==> config.mk <==
export PLATFORM = sky130hd
export DESIGN_NAME = cnthdr_scan
export DESIGN_NICKNAME = d
export VERILOG_FILES = /design/src/cnthdr_pkg.sv /design/src/cnthdr_scan.sv
export SDC_FILE = /design/constraint.sdc
export NUM_CORES = 1
export LEC_CHECK = 0
export ABC_AREA = 1
export BUFFER_PORTS_ARGS = -buffer_cell sky130_fd_sc_hd__buf_2
export CORE_MARGIN = 2
export CORE_UTILIZATION = 38
export DETAILED_ROUTE_END_ITERATION = 10
export PLACE_DENSITY_LB_ADDON = 0.15
export SYNTH_ARGS = -nofsm -noshare
export SYNTH_HDL_FRONTEND = slang
export SYNTH_SLANG_ARGS = --single-unit
==> constraint.sdc <==
create_clock -name clk_i -period 2.5 [get_ports clk_i]
set_input_delay 0.5 -clock clk_i [delete_from_list [all_inputs] [get_ports clk_i]]
set_output_delay 0.5 -clock clk_i [all_outputs]
set_load 0.005 [all_outputs]
==> src/cnthdr_pkg.sv <==
// Package: shared types, constants and helpers for the container header checker.
`timescale 1ns / 1ps
package cnthdr_pkg;

  localparam int unsigned SpanW       = 63;
  localparam int unsigned PosW        = 7;
  localparam int unsigned IdxW        = 6;
  localparam int unsigned EscW        = 8;
  localparam int unsigned ArcW        = 33;

  localparam logic [PosW-1:0] NameStart   = 7'd5;
  localparam logic [PosW-1:0] PackedStart = 7'd65;
  localparam logic [PosW-1:0] PlainStart  = 7'd69;
  localparam logic [PosW-1:0] HdrBytes    = 7'd73;
  localparam logic [PosW-1:0] LastPos     = 7'd74;
  localparam logic [SpanW-1:0] MinSpan    = 63'd76;

  localparam logic [7:0] ChrSpace = 8'h20;
  localparam logic [7:0] ChrTilde = 8'h7E;
  localparam logic [7:0] ChrDot   = 8'h2E;

  typedef enum logic [3:0] {
    RsnOk        = 4'd0,
    RsnShort     = 4'd1,
    RsnMagic     = 4'd2,
    RsnNul       = 4'd3,
    RsnNameField = 4'd4,
    RsnZeroSize  = 4'd5,
    RsnPastEnd   = 4'd6,
    RsnTiny      = 4'd7,
    RsnMode      = 4'd8,
    RsnExponent  = 4'd9,
    RsnEmptyName = 4'd10,
    RsnUnsafe    = 4'd11
  } reason_e;

  // Gathered header state as seen by the byte now at the input.
  typedef struct packed {
    logic            last_byte;
    logic            magic_ok;
    logic            nul_ok;
    logic            name_ok;
    logic [31:0]     packed_size;
    logic [31:0]     member_size;
    logic [7:0]      mode_byte;
    logic [IdxW-1:0] raw_len;
    logic [EscW-1:0] esc_len;
    logic [1:0]      dots;
  } scan_t;

  typedef struct packed {
    logic            accepted;
    reason_e         reason;
    logic [31:0]     compressed_bytes;
    logic [31:0]     uncompressed_bytes;
    logic [7:0]      literal_mode;
    logic [7:0]      dictionary_exponent;
    logic [IdxW-1:0] trimmed_name_length;
    logic [EscW-1:0] escaped_name_length;
    logic [ArcW-1:0] archive_bytes;
  } result_t;

  function automatic logic [7:0] magic_byte(input logic [1:0] idx);
    logic [7:0] b;
    case (idx)
      2'd0:    b = 8'h4A;
      2'd1:    b = 8'h4D;
      2'd2:    b = 8'h39;
      default: b = 8'h33;
    endcase
    return b;
  endfunction

  function automatic logic byte_unsafe(input logic [7:0] c);
    return (c <= ChrSpace) || (c > ChrTilde) ||
           (c inside {8'h25, 8'h2F, 8'h5C, 8'h3A, 8'h2A, 8'h3F, 8'h22, 8'h3C, 8'h3E,
                      8'h7C});
  endfunction

endpackage

==> src/cnthdr_scan.sv <==
// Per-byte header scanner: position counter, field flags, sizes and name lengths.
`timescale 1ns / 1ps
module cnthdr_scan (
  input  logic                 clk_i,
  input  logic                 rst_ni,
  input  logic                 take_i,
  input  logic [7:0]           byte_i,
  input  logic                 restart_i,
  output cnthdr_pkg::scan_t    scan_o
);
  import cnthdr_pkg::*;

  logic [PosW-1:0] pos_q, pos_d, pos_c;
  logic            magic_q, magic_d, magic_c;
  logic            nul_q, nul_d, nul_c;
  logic            name_q, name_d, name_c;
  logic            pad_q, pad_d, pad_c;
  logic [31:0]     pk_q, pk_d, pk_c;
  logic [31:0]     pl_q, pl_d, pl_c;
  logic [7:0]      mode_q, mode_d, mode_c;
  logic [IdxW-1:0] raw_q, raw_d, raw_c;
  logic [EscW-1:0] run_q, run_d, run_c;
  logic [EscW-1:0] esc_q, esc_d, esc_c;
  logic [1:0]      dots_q, dots_d, dots_c;
  logic [PosW-1:0] idx_full;
  logic [IdxW-1:0] idx;
  logic [EscW-1:0] run_new;

  always_comb begin
    if (restart_i) begin
      pos_c = '0; magic_c = 1'b1; nul_c = 1'b1; name_c = 1'b1; pad_c = 1'b0;
      pk_c = '0; pl_c = '0; mode_c = '0; raw_c = '0; run_c = '0; esc_c = '0;
      dots_c = '0;
    end else begin
      pos_c = pos_q; magic_c = magic_q; nul_c = nul_q; name_c = name_q; pad_c = pad_q;
      pk_c = pk_q; pl_c = pl_q; mode_c = mode_q; raw_c = raw_q; run_c = run_q;
      esc_c = esc_q; dots_c = dots_q;
    end

    idx_full = pos_c - NameStart;
    idx      = idx_full[IdxW-1:0];
    run_new  = run_c + (byte_unsafe(byte_i) ? EscW'(3) : EscW'(1));

    pos_d = pos_c + 7'd1; magic_d = magic_c; nul_d = nul_c; name_d = name_c;
    pad_d = pad_c; pk_d = pk_c; pl_d = pl_c; mode_d = mode_c; raw_d = raw_c;
    run_d = run_c; esc_d = esc_c; dots_d = dots_c;

    if (pos_c < 7'd4) begin
      if (byte_i != magic_byte(pos_c[1:0])) magic_d = 1'b0;
    end else if (pos_c == 7'd4) begin
      if (byte_i != 8'h00) nul_d = 1'b0;
    end else if (pos_c < PackedStart) begin
      if (byte_i == 8'h00) begin
        if (idx == '0) name_d = 1'b0;
        pad_d = 1'b1;
      end else if (pad_c) begin
        name_d = 1'b0;
      end else begin
        if (byte_i < ChrSpace || byte_i > ChrTilde) name_d = 1'b0;
        if (idx == IdxW'(0) && byte_i == ChrDot) dots_d[0] = 1'b1;
        if (idx == IdxW'(1) && byte_i == ChrDot) dots_d[1] = 1'b1;
        run_d = run_new;
        if (byte_i != ChrSpace) begin
          raw_d = idx + IdxW'(1);
          esc_d = run_new;
        end
      end
    end else if (pos_c < PlainStart) begin
      pk_d = {byte_i, pk_c[31:8]};
    end else if (pos_c < HdrBytes) begin
      pl_d = {byte_i, pl_c[31:8]};
    end else if (pos_c == HdrBytes) begin
      mode_d = byte_i;
    end

    // Verdict byte: start over for the next header.
    if (pos_c == LastPos) begin
      pos_d = '0; magic_d = 1'b1; nul_d = 1'b1; name_d = 1'b1; pad_d = 1'b0;
      pk_d = '0; pl_d = '0; mode_d = '0; raw_d = '0; run_d = '0; esc_d = '0;
      dots_d = '0;
    end

    scan_o.last_byte   = (pos_c == LastPos);
    scan_o.magic_ok    = magic_c;
    scan_o.nul_ok      = nul_c;
    scan_o.name_ok     = name_c;
    scan_o.packed_size = pk_c;
    scan_o.member_size = pl_c;
    scan_o.mode_byte   = mode_c;
    scan_o.raw_len     = raw_c;
    scan_o.esc_len     = esc_c;
    scan_o.dots        = dots_c;
  end

  always_ff @(posedge clk_i or negedge rst_ni) begin
    if (!rst_ni) begin
      pos_q <= '0; magic_q <= 1'b1; nul_q <= 1'b1; name_q <= 1'b1; pad_q <= 1'b0;
      pk_q <= '0; pl_q <= '0; mode_q <= '0; raw_q <= '0; run_q <= '0; esc_q <= '0;
      dots_q <= '0;
    end else if (take_i) begin
      pos_q <= pos_d; magic_q <= magic_d; nul_q <= nul_d; name_q <= name_d;
      pad_q <= pad_d; pk_q <= pk_d; pl_q <= pl_d; mode_q <= mode_d; raw_q <= raw_d;
      run_q <= run_d; esc_q <= esc_d; dots_q <= dots_d;
    end
  end

endmodule

==> results of run 1 <==
worst max-delay path, stage by stage:
cell and delay [ns]:
buf_4 0.17, buf_4 0.34, buf_4 0.37, nor2_1 0.17, buf_2 0.16
area by class of cell:
cell class,instances,area (sq um),area share
clock buffer,10,229,0.0286
inverter,144,548,0.0684
clock inverter,6,76.3,0.00952
sequential,107,2680,0.335
tap,225,282,0.0351
timing repair buffer,169,1100,0.138
multi-input combinational,639,3100,0.386
cell usage in the layout, fill, tap and decap left out, types with 3 or more instances in the layout:
cell type and instances:
nor3_1 10, dfrtp_1 104, nand2_1 153, inv_2 3
buf_12 7, o21ai_0 109, o22ai_1 47, dfstp_2 3
nand4_1 7, nand3_1 31, buf_4 61, xnor2_1 3
inv_1 140, ha_1 11, clkbuf_16 9, a21oi_2 3
buf_2 101, nand2_2 6, nor2_2 3, a21oi_1 43
nor2_1 167, inv_6 4, xor2_1 6, or2_2 3
o21ai_1 22
kinds of logic (layout without fill, tap and decap cells):
kind of cell               after synthesis  count (layout)  share of synthesized area
and+or+nand+nor                        387             387                      0.244
AOI/OAI and AO/OA                      231             231                      0.191
buffers and inverters                  195             329                      0.122
DFF                                    107             107                      0.407
xor gates and xnor gates                 9               9                     0.0120
adders and majority gates               12              12                     0.0240
Yosys cell counts (5+ instances only):
cell      count
clkbuf_1     19
o21ai_0     109
nand2_2       6
buf_4         5
o22ai_1      47
dfrtp_1     104
buf_2        18
nand2_1     153
nor2_1      167
inv_1       140
ha_1         11
xor2_1        6
nand3_1      31
nand4_1       7
buf_1         5
o21ai_1      22
nor3_1       10
a21oi_1      43
metal layers:
metal,vias up,global-route usage,share of wire
met2,144,0.334,0.45
met5,-,0,0
met1,3034,0.307,0.49
met3,17,0.0348,0.046
met4,0,0.0544,0.014
li1,3271,-,-
sequential cells by signal, summed over array words and instances, names as in the netlist:
signal	flops
esc_q	8
mode_q	8
nul_q	1
magic_q	1
pl_q	32
name_q	1
pk_q	32
dots_q	2
run_q	8
pad_q	1
pos_q	7
raw_q	6
through the flow:
step | hold WS, ns | instance area (sq um) | TNS, ns | total power, mW
after floorplan | 0.204 | 6580 | 0 | 2.22
after global placement | 0.460 | 7710 | -0.0329 | 2.48
after detailed placement | 0.465 | 7710 | -0.124 | 2.48
after CTS | 0.164 | 8020 | 0 | 4.02
after global routing | 0.183 | 8020 | 0 | 4.17
final | 0.134 | 8020 | 0 | 3.98
worst paths after layout:
check | from | end | depth (start not counted)
max | restart_i | scan_o[44] | 5
min | rst_ni | pk_q[7]$_DFFE_PN0P_ | 1
max reg2reg | pos_q[3]$_DFFE_PN0P_ | esc_q[1]$_DFFE_PN0P_ | 12
min reg2reg | nul_q$_DFFE_PN1P_ | nul_q$_DFFE_PN1P_ | 2
max in group asynchronous | rst_ni | magic_q$_DFFE_PN1P_ | 2
min in group clk_i | byte_i[5] | pk_q[29]$_DFFE_PN0P_ | 3
power breakdown:
part	switching [mW]	leakage, nW	internal (mW)
clock network	0.727	0.150	0.801
registers	0.0403	1.47	1.80
logic	0.387	2.56	0.222
==> qor.csv, run 1 <==
stage,metric,value,unit
cts,Clock Sink Count,107,
drt,DR WL/cell,15.0,um
drt,DRT Wirelength,19.5,mm
power_and_ir_drop,Leak,4.18,nW
logic_synthesis,"EDFF count, synth",0,
outcome,status,"finished, final reports clean",
cts,Num CTS Buffers,9,
sta,RSZ-0062 raised after global routing,no,
setup_path,crit path launch type,input pin,
sta,min cycle time layout,2.24,ns
logic_synthesis,Mapped Avg Cell Area,6.99,sq um
cts,# H-tree levels,3,
sta,Max Slew Vio Count,0,
cts,clk buf depth,2,
logic_synthesis,synthesis warning total,0,
global_routing,total gr overflow,0,
run,maxcap violations,0,
sta,clk_skew,0.0150,ns
logic_synthesis,Synth Instances,941,
placed_design,post-placement setup slack,-0.0881,ns
global_routing,vias in the first global route,5814,
logic_synthesis,fraction of registers with async set/reset,1.00,
setup_path,nature of the critical path endpoint,primary output,
power_and_ir_drop,PwrDens,496,mW/mm^2
global_routing,largest net degree at the start of global routing,62,
logic_synthesis,cell area after synthesis,0.00658,sq mm
setup_path,Crit Path Max Fanout,28,
global_routing,GRT Resource Usage Total,0.213,
cts,Resized cells post-CTS,0,
placed_design,gpl congestion,0.889,
cts,clk_lat worst skew,0.37,ns
drt,iteration count of the initial detailed-routing pass,5,
logic_synthesis,Area contributors post-synth,"dfrtp_1 (40%), nor2_1 (9.5%), nand2_1 (8.7%)",
floorplanning,IO Pins,104,
setup_path,CP Class,input pin to primary output,
logic_synthesis,#FFs+latches synth,107,
cts,"Reg clk slew, reported paths",0.08,ns
logic_synthesis,Unique masters post-synth,39,
floorplanning,Core Area,0.0171,sq mm
placed_design,Final HPWL DP,13.9,mm
drt,# DRC,0,
sta,worst setup margin,0.264,ns
cts,TritonCTS clock tree,yes,
logic_synthesis,Main synth FF type,dfrtp_1,
drt,remaining antenna violation count after routing,0,
logic_synthesis,Mapped Nets,965,
floorplanning,Vert. Die Dim,136,um
drt,Vias,6466,
layout,Final nets,1094,
sta,Worst-Margin Slew,0.632,ns
floorplanning,starting density of the core,0.385,
hold_path,Hold WC Path Type,input pin to async pin,
drt,Initial DRC Count,411,
global_routing,first-pass GRT wire length,31.0,mm
setup_path,"Req. time, crit path",2.00,ns
power_and_ir_drop,Max VDD drop,0.000355,V
sta,Fmax achieved,447,MHz
setup_path,r2r setup slk,0.34,ns
sta,final hold viol count,0,
layout,FILL cells,1796,
floorplanning,area of the die,0.0184,sq mm
logic_synthesis,sequential area share after synthesis,0.407,
placed_design,PortBufs,103,
layout,Non-Filler Instances,1300,
sta,crit share post-route,0.894,
layout,Layout area overhead,21.8,%
cts,setup bufs post-CTS,0,
cts,clock root buffer,clkbuf_16,
sta,final setup vio count,0,
layout,Util after Layout,0.468,
placed_design,dpl cells,1284,
layout,ANT cells,0,
setup_path,WP data arrival,1.74,ns
global_routing,initial antenna violation count,0,
logic_synthesis,cell accounting for the most synthesized area,dfrtp_1,
floorplanning,chip width,136,um
layout,layout cells sized above 1,0.198,
cts,hold buffers post-CTS,0,
sta,Slew Limit Headroom,0.579,
drt,Vias/cell,4.97,
floorplanning,Rows,48,
logic_synthesis,Yosys top cell area share,0.395,
(Power assumes the default switching activity.)
==> inputs of run 2 (changes only) <==
ABC_AREA = unset   (was 1)
CTS_BUF_LIST = sky130_fd_sc_hd__clkbuf_4   (was unset)
==> run 2 against run 1 <==
Net effect:
- clock skew up 0.0020 ns
- combinational power rose by 54%
- area after synthesis shrank 12%
- sequential share of layout area up 3.7 points
- via count down 25%
- sequential power up 3%
- first-iteration DRC count is 15% lower
- die area fell by 12%
- non-clock buffer count grew 8
- setup slack got worse by 0.11 ns
==> qor.csv, run 2 <==
stage,metric,value,unit,change
outcome,status,"finished, final reports clean",,
sta,Worst-Margin Slew,0.703,ns,+0.0706 ns
setup_path,Crit Path Max Fanout,13,,-54%
logic_synthesis,combinational family with the most area after synthesis,compound AO/OA/AOI/OAI gates,,
drt,Vias,4839,,-25%
logic_synthesis,synthesized-area fraction occupied by adder cells,0.0272,,+0.00328
logic_synthesis,Commonest cells post-synth,"dfrtp_1 (104), nor2b_1 (90), a22o_1 (84)",,
placed_design,Post-DP Area,0.00691,sq mm,-10%
layout,Final nets,730,,-33%
sta,crit share post-route,0.940,,+0.0453
logic_synthesis,synthesis warning total,0,,unchanged
logic_synthesis,#FFs+latches synth,107,,unchanged
setup_path,nature of the critical path endpoint,flip-flop,,
setup_path,CP Class,flip-flop to flip-flop,,
drt,iteration count of the initial detailed-routing pass,4,,-1
drt,Initial DRC Count,348,,-15%
logic_synthesis,Mapped Avg Cell Area,10.2,sq um,+46%
placed_design,Final HPWL DP,11.3,mm,-19%
setup_path,WP data arrival,2.76,ns,+1.02 ns
power_and_ir_drop,Max VDD drop,0.000296,V,-16%
floorplanning,chip width,127,um,-6.0%
global_routing,grt met3 use,0.0444,,+0.00960
cts,clock root buffer,clkbuf_4,,
floorplanning,IO Pins,104,,unchanged
sta,Slew Limit Headroom,0.528,,-0.0502
global_routing,first-pass GRT wire length,25.9,mm,-16%
sta,Final Hold Slack,0.385,ns,+0.251 ns
global_routing,met1 Use GR,0.274,,-0.0328
power_and_ir_drop,combinational share of power,0.239,,+0.086
setup_path,r2r startpoint,pos_q[3]$_DFFE_PN0P_,,
power_and_ir_drop,Power Total,3.94,mW,-0.94%
placed_design,PortBufs,103,,unchanged
floorplanning,Vert. Die Dim,127,um,-6.0%
drt,remaining antenna violation count after routing,0,,unchanged
layout,Util after Layout,0.480,,+0.0121
placed_design,dpl cells,876,,-32%
logic_synthesis,Main synth FF type,dfrtp_1,,
setup_path,reg2reg path depth,9,,-3
drt,# DRC,0,,unchanged
layout,layout cells sized above 1,0.328,,+0.130
global_routing,vias in the first global route,4777,,-18%
floorplanning,Core Area,0.0150,sq mm,-12%
logic_synthesis,Synth Instances,567,,-40%
setup_path,r2r setup slk,0.15,ns,-0.19 ns
placed_design,post-placement setup slack,-0.303,ns,-0.215 ns
hold_path,HP Start,byte_i[3],,
layout,"commonest non-fill, non-tap cell in the layout",dfrtp_1,,
global_routing,largest net degree at the start of global routing,47,,-24%
cts,clk buf depth,2,,unchanged
cts,Num CTS Buffers,9,,unchanged
hold_path,Hold EP,pk_q[27]$_DFFE_PN0P_,,
logic_synthesis,mux share of post-synthesis cell area,0.00735,,+0.00735
layout,FILL cells,1424,,-21%
global_routing,total gr overflow,0,,unchanged
logic_synthesis,Mapped Nets,591,,-39%
logic_synthesis,cell area after synthesis,0.00579,sq mm,-12%
floorplanning,Rows,45,,-6.3%
logic_synthesis,most frequent cell after synthesis,dfrtp_1,,
floorplanning,area of the die,0.0162,sq mm,-12%
power_and_ir_drop,sequential share of power,0.482,,+0.020
cts,"Reg clk slew, reported paths",0.18,ns,+0.10 ns
run,maxcap violations,0,,unchanged
layout,Non-Filler Instances,899,,-31%
logic_synthesis,Area contributors post-synth,"dfrtp_1 (45%), a22o_1 (13%), nor2b_1 (9.7%)",,
sta,min cycle time layout,2.35,ns,+0.113 ns
hold_path,Hold Crit Depth,3,,
logic_synthesis,fraction of registers with async set/reset,1.00,,unchanged
setup_path,capture point of the worst reg-to-reg path,esc_q[4]$_DFFE_PN0P_,,
global_routing,GRT Resource Usage Total,0.201,,-0.0128
drt,DR WL/cell,17.7,um,+18%
power_and_ir_drop,internal power,2.69,mW,-4.8%
sta,worst setup margin,0.150,ns,-0.113 ns
layout,"Design Area, Final",0.00722,sq mm,-9.9%
power_and_ir_drop,switch share,0.318,,+0.0274
cts,Clock Sink Count,107,,unchanged
power_and_ir_drop,power share of the clock group,0.279,,-0.105
layout,Layout area overhead,24.7,%,
setup_path,"Req. time, crit path",2.91,ns,+0.91 ns
global_routing,gr busiest metal,met2,,
sta,Max Slew Vio Count,0,,unchanged
logic_synthesis,sequential area share after synthesis,0.463,,+0.0557
sta,final hold viol count,0,,unchanged
layout,most frequent cells in the layout,"dfrtp_1 (104), buf_2 (100), nor2b_1 (90)",,
power_and_ir_drop,PwrDens,545,mW/mm^2,+9.9%
sta,Fmax achieved,426,MHz,-4.8%
cts,# H-tree levels,3,,unchanged
logic_synthesis,Unique masters post-synth,65,,+67%
power_and_ir_drop,Net Sw Power,1.25,mW,+8.4%
cts,TritonCTS clock tree,yes,,
placed_design,gpl congestion,0.863,,-2.9%
logic_synthesis,Compound-Gate Fraction of Synth Area,0.217,,+0.0265
layout,ANT cells,0,,unchanged
global_routing,initial antenna violation count,0,,unchanged
logic_synthesis,Post-Synth XOR/XNOR Area,0.0227,,+0.0107
sta,RSZ-0062 raised after global routing,no,,
global_routing,met2 usage,0.323,,-0.0117
layout,largest registers,"pk_q x32, pl_q x32",,
logic_synthesis,cell accounting for the most synthesized area,dfrtp_1,,
logic_synthesis,Yosys top cell area share,0.450,,+0.0541
power_and_ir_drop,Leak,3.59,nW,-14%
sta,clk_skew,0.0170,ns,+0.00196 ns
setup_path,crit path launch type,flip-flop,,
sta,setup_tns,0,ns,unchanged
floorplanning,starting density of the core,0.385,,+0.000599
sta,final setup vio count,0,,unchanged
cts,clk_lat worst skew,0.50,ns,+0.13 ns
drt,DRT Wirelength,15.9,mm,-18%
logic_synthesis,Simple-Gate Fraction of Synth Area,0.213,,-0.0304
drt,Vias/cell,5.38,,+8.2%
hold_path,Hold WC Path Type,input pin to flip-flop,,
logic_synthesis,"EDFF count, synth",0,,unchanged
## run 2: cells by family (layout without fill, tap and decap cells)
logic type,count (synthesis),in the layout
AOI/OAI and AO/OA,153,153
xor gates and xnor gates,15,15
adders and majority gates,12,12
buffers and inverters,65,209
DFF,107,107
muxes,4,4
and+or+nand+nor,211,211
## run 2: worst max-delay path by stage
stage                              start                    to  slack (ns)
finish              pos_q[3]$_DFFE_PN0P_  esc_q[4]$_DFFE_PN0P_        0.15
global route        pos_q[3]$_DFFE_PN0P_  esc_q[3]$_DFFE_PN0P_        0.05
CTS                 pos_q[1]$_DFFE_PN0P_            scan_o[91]       0.008
detailed placement             byte_i[3]  esc_q[5]$_DFFE_PN0P_       -0.30
global placement               byte_i[1]  esc_q[5]$_DFFE_PN0P_       -0.25
floorplan                      byte_i[1]  esc_q[5]$_DFFE_PN0P_       -0.11
## run 2: area by class of cell
class	count	area, sq um	share of cell area
clock buffers	9	67.6	0.00936
clock inverters	7	114	0.0158
inverters	16	62.6	0.00866
multi-input cells	395	2910	0.403
flip-flops and latches	107	2680	0.371
well taps	188	235	0.0326
repair buffers	177	1150	0.159
## run 2: worst max-delay path, stage by stage, from the launching register on
cell and delay (ns):
dfrtp_1 0.45, buf_4 0.15, buf_4 0.14, buf_4 0.18, nor3_2 0.14, a21oi_2 0.12
or4_4 0.54, nor2_4 0.17, o21ai_4 0.13, a22o_1 0.26
## run 2: per-layer routing
| layer | up-vias | part of all wire |
|---|---|---|
| met3 | 13 | 0.040 |
| li1 | 2307 | - |
| met1 | 2418 | 0.46 |
| met2 | 101 | 0.48 |
| met5 | - | 0 |
| met4 | 0 | 0.014 |
## run 2: power groups by stage
stage                     Clock (mW)  Sequential (mW)  Combinational [mW]
after CTS                       1.13             1.89               0.931
final                           1.10             1.90               0.940
after floorplan                    0             1.91               0.595
after global placement             0             1.92               0.899
after detailed placement           0             1.93               0.914
after global routing            1.21             1.91                1.04
## run 2: what timing repair did
action | in CTS | in global routing
pin swaps | 0 | 4
hold buffers | 1 | 0
setup endpoints to repair | 1 | 1
gates resized for setup | 9 | 7
endpoints found under the hold margin | 31 | 0
setup buffers | 3 | 4
==> inputs of run 3 (changes only) <==
CTS_BUF_LIST = sky130_fd_sc_hd__clkbuf_2 sky130_fd_sc_hd__clkbuf_4 sky130_fd_sc_hd__clkbuf_8   (was sky130_fd_sc_hd__clkbuf_4)
==> run 3 against run 2 <==
Net effect:
- clock skew down 0.0058 ns
- sequential power about the same
- critical path depth shrank 1
- routed wire length is 0.65% lower
- clock power increased by 16%
- critical path type is now flip-flop to primary output
- non-clock buffer count fell by 3
- count of clock-buffer cells in the layout did not move
==> qor.csv, run 3 (synthesis gave the netlist of run 2 again) <==
stage,metric,value,unit,change
floorplanning,starting density of the core,0.385,,unchanged
sta,Worst-Margin Slew,0.678,ns,-0.0252 ns
setup_path,most numerous cell on the critical path,buf_4,,
sta,final setup vio count,0,,unchanged
layout,largest registers,"pk_q x32, pl_q x32",,
power_and_ir_drop,Max VDD drop,0.000269,V,-9.3%
cts,Clock Sink Count,107,,unchanged
global_routing,first-pass GRT wire length,25.8,mm,-0.32%
floorplanning,area of the die,0.0162,sq mm,unchanged
sta,RSZ-0062 raised after global routing,no,,
setup_path,nature of the critical path endpoint,primary output,,
sta,setup_tns,0,ns,unchanged
floorplanning,IO Pins,104,,unchanged
floorplanning,Vert. Die Dim,127,um,unchanged
outcome,status,"finished, final reports clean",,
layout,"commonest non-fill, non-tap cell in the layout",dfrtp_1,,
layout,FILL cells,1415,,-0.63%
sta,Fmax achieved,424,MHz,-0.39%
power_and_ir_drop,PwrDens,569,mW/mm^2,+4.3%
global_routing,GRT Resource Usage Total,0.201,,about the same
setup_path,Crit Path Max Fanout,3,,-10
setup_path,r2r startpoint,pos_q[3]$_DFFE_PN0P_,,
drt,Vias,4822,,-0.35%
sta,final hold viol count,0,,unchanged
setup_path,capture point of the worst reg-to-reg path,esc_q[4]$_DFFE_PN0P_,,
setup_path,r2r setup slk,0.18,ns,+0.03 ns
cts,# H-tree levels,3,,unchanged
setup_path,crit path launch type,flip-flop,,
cts,Num CTS Buffers,9,,unchanged
cts,clock root buffer,clkbuf_8,,
sta,Max Slew Vio Count,0,,unchanged
setup_path,reg2reg path depth,9,,unchanged
drt,# DRC,0,,unchanged
setup_path,worst path cell trace,nand2b_4 -> inv_1 -> ha_1 -> nand2_2 -> buf_4 -> nor4_4 -> buf_4 -> buf_2,,
sta,crit share post-route,0.943,,+0.00367
drt,DR WL/cell,17.6,um,-0.32%
sta,Slew Limit Headroom,0.545,,+0.0169
cts,"Reg clk slew, reported paths",0.12,ns,-0.06 ns
setup_path,"Req. time, crit path",2.00,ns,-0.91 ns
placed_design,gpl congestion,0.863,,unchanged
global_routing,vias in the first global route,4765,,-0.25%
cts,hold buffers post-CTS,0,,-1
drt,Initial DRC Count,395,,+14%
layout,Util after Layout,0.481,,+0.000665
placed_design,Final HPWL DP,11.3,mm,unchanged
cts,clk_lat worst skew,0.40,ns,-0.10 ns
cts,TritonCTS clock tree,yes,,
setup_path,slowest CP cell,dfrtp_1,,
drt,Vias/cell,5.38,,about the same
setup_path,Critical Path Max Stage Delay,0.41,ns,-0.13 ns
floorplanning,Core Area,0.0150,sq mm,unchanged
power_and_ir_drop,Leak,3.59,nW,about the same
cts,clk buf depth,2,,unchanged
floorplanning,Rows,45,,unchanged
drt,DRT Wirelength,15.8,mm,-0.65%
run,maxcap violations,0,,unchanged
drt,remaining antenna violation count after routing,0,,unchanged
setup_path,CP Class,flip-flop to primary output,,
global_routing,largest net degree at the start of global routing,47,,unchanged
floorplanning,chip width,127,um,unchanged
global_routing,initial antenna violation count,0,,unchanged
layout,ANT cells,0,,unchanged
sta,clk_skew,0.0112,ns,-0.00583 ns
layout,layout cells sized above 1,0.322,,-0.00567
placed_design,PortBufs,103,,unchanged
layout,most frequent cells in the layout,"dfrtp_1 (104), buf_2 (100), nor2b_1 (90)",,
global_routing,total gr overflow,0,,unchanged
hold_path,Hold WC Path Type,input pin to async pin,,
drt,iteration count of the initial detailed-routing pass,4,,unchanged
setup_path,WP data arrival,1.86,ns,-0.90 ns
layout,Final nets,727,,-0.41%
layout,Layout area overhead,24.9,%,
sta,min cycle time layout,2.36,ns,+0.00918 ns
## run 3: cell count changes in the layout (fill, tap and decap cells not counted), moves of 2 or more
cell | previous run | this run
clkbuf_4 | 9 | 1
clkbuf_8 | 0 | 9
inv_1 | 11 | 13
buf_4 | 70 | 68
## run 3: final cells by class
class | count | area, sq um | area share
Tap cell | 188 | 235 | 0.0325
Multi-Input combinational cell | 395 | 2900 | 0.401
Timing Repair Buffer | 174 | 1120 | 0.155
Clock buffer | 9 | 124 | 0.0171
Inverter | 16 | 60.1 | 0.00830
Clock inverter | 7 | 114 | 0.0157
Sequential cell | 107 | 2680 | 0.371
## run 3: metrics by stage
step | setup slack, ns | instance area, sq um | power, mW | hold WS [ns] | cells
2_1_floorplan | -0.115 | 5840 | 2.50 | 0.204 | 567
3_3_place_gp | -0.251 | 6910 | 2.82 | 0.463 | 876
3_5_place_dp | -0.303 | 6910 | 2.84 | 0.470 | 876
4_1_cts | 0.0180 | 7170 | 4.13 | 0.0297 | 894
5_1_grt | 0.0108 | 7230 | 4.33 | 0.0399 | 896
6_report | 0.141 | 7230 | 4.11 | 0.0359 | 896
## run 3: worst max-delay path: cells and delay by family, from the launching register on
kind	cells	cell delay (ns)
simple gates	3	0.38
buf+inv	4	0.48
fa+ha+maj	1	0.19
flops	1	0.41
## run 3: worst max path at each step
| stage | cells past startpoint | slack [ns] | from | endpoint |
|---|---|---|---|---|
| floorplan | 13 | -0.11 | byte_i[1] | esc_q[5]$_DFFE_PN0P_ |
| global placement | 13 | -0.25 | byte_i[1] | esc_q[5]$_DFFE_PN0P_ |
| detailed placement | 14 | -0.30 | byte_i[3] | esc_q[5]$_DFFE_PN0P_ |
| CTS | 7 | 0.02 | pos_q[2]$_DFFE_PN0P_ | scan_o[91] |
| global route | 8 | 0.01 | pos_q[3]$_DFFE_PN0P_ | scan_o[91] |
| finish | 8 | 0.14 | pos_q[1]$_DFFE_PN0P_ | scan_o[91] |
## run 3: where the power goes
part | internal [mW] | switching (mW)
sequential | 1.83 | 0.0635
combinational | 0.422 | 0.516
clock | 0.591 | 0.687
## run 3: repair_timing
action	4_1_cts	5_1_grt
endpoints found under the setup margin	1	4
buffers inserted	2	2
gates resized for setup	1	8
cloned	0	0
pin swaps	0	7
endpoints found under the hold margin	0	0
## run 3: routing by layer
layer | wire length (um) | vias up | track usage
met5 | 0 | - | 0
met4 | 199 | 0 | 0.0614
met3 | 661 | 11 | 0.0402
met2 | 7620 | 109 | 0.326
met1 | 7300 | 2405 | 0.272
li1 | - | 2297 | -
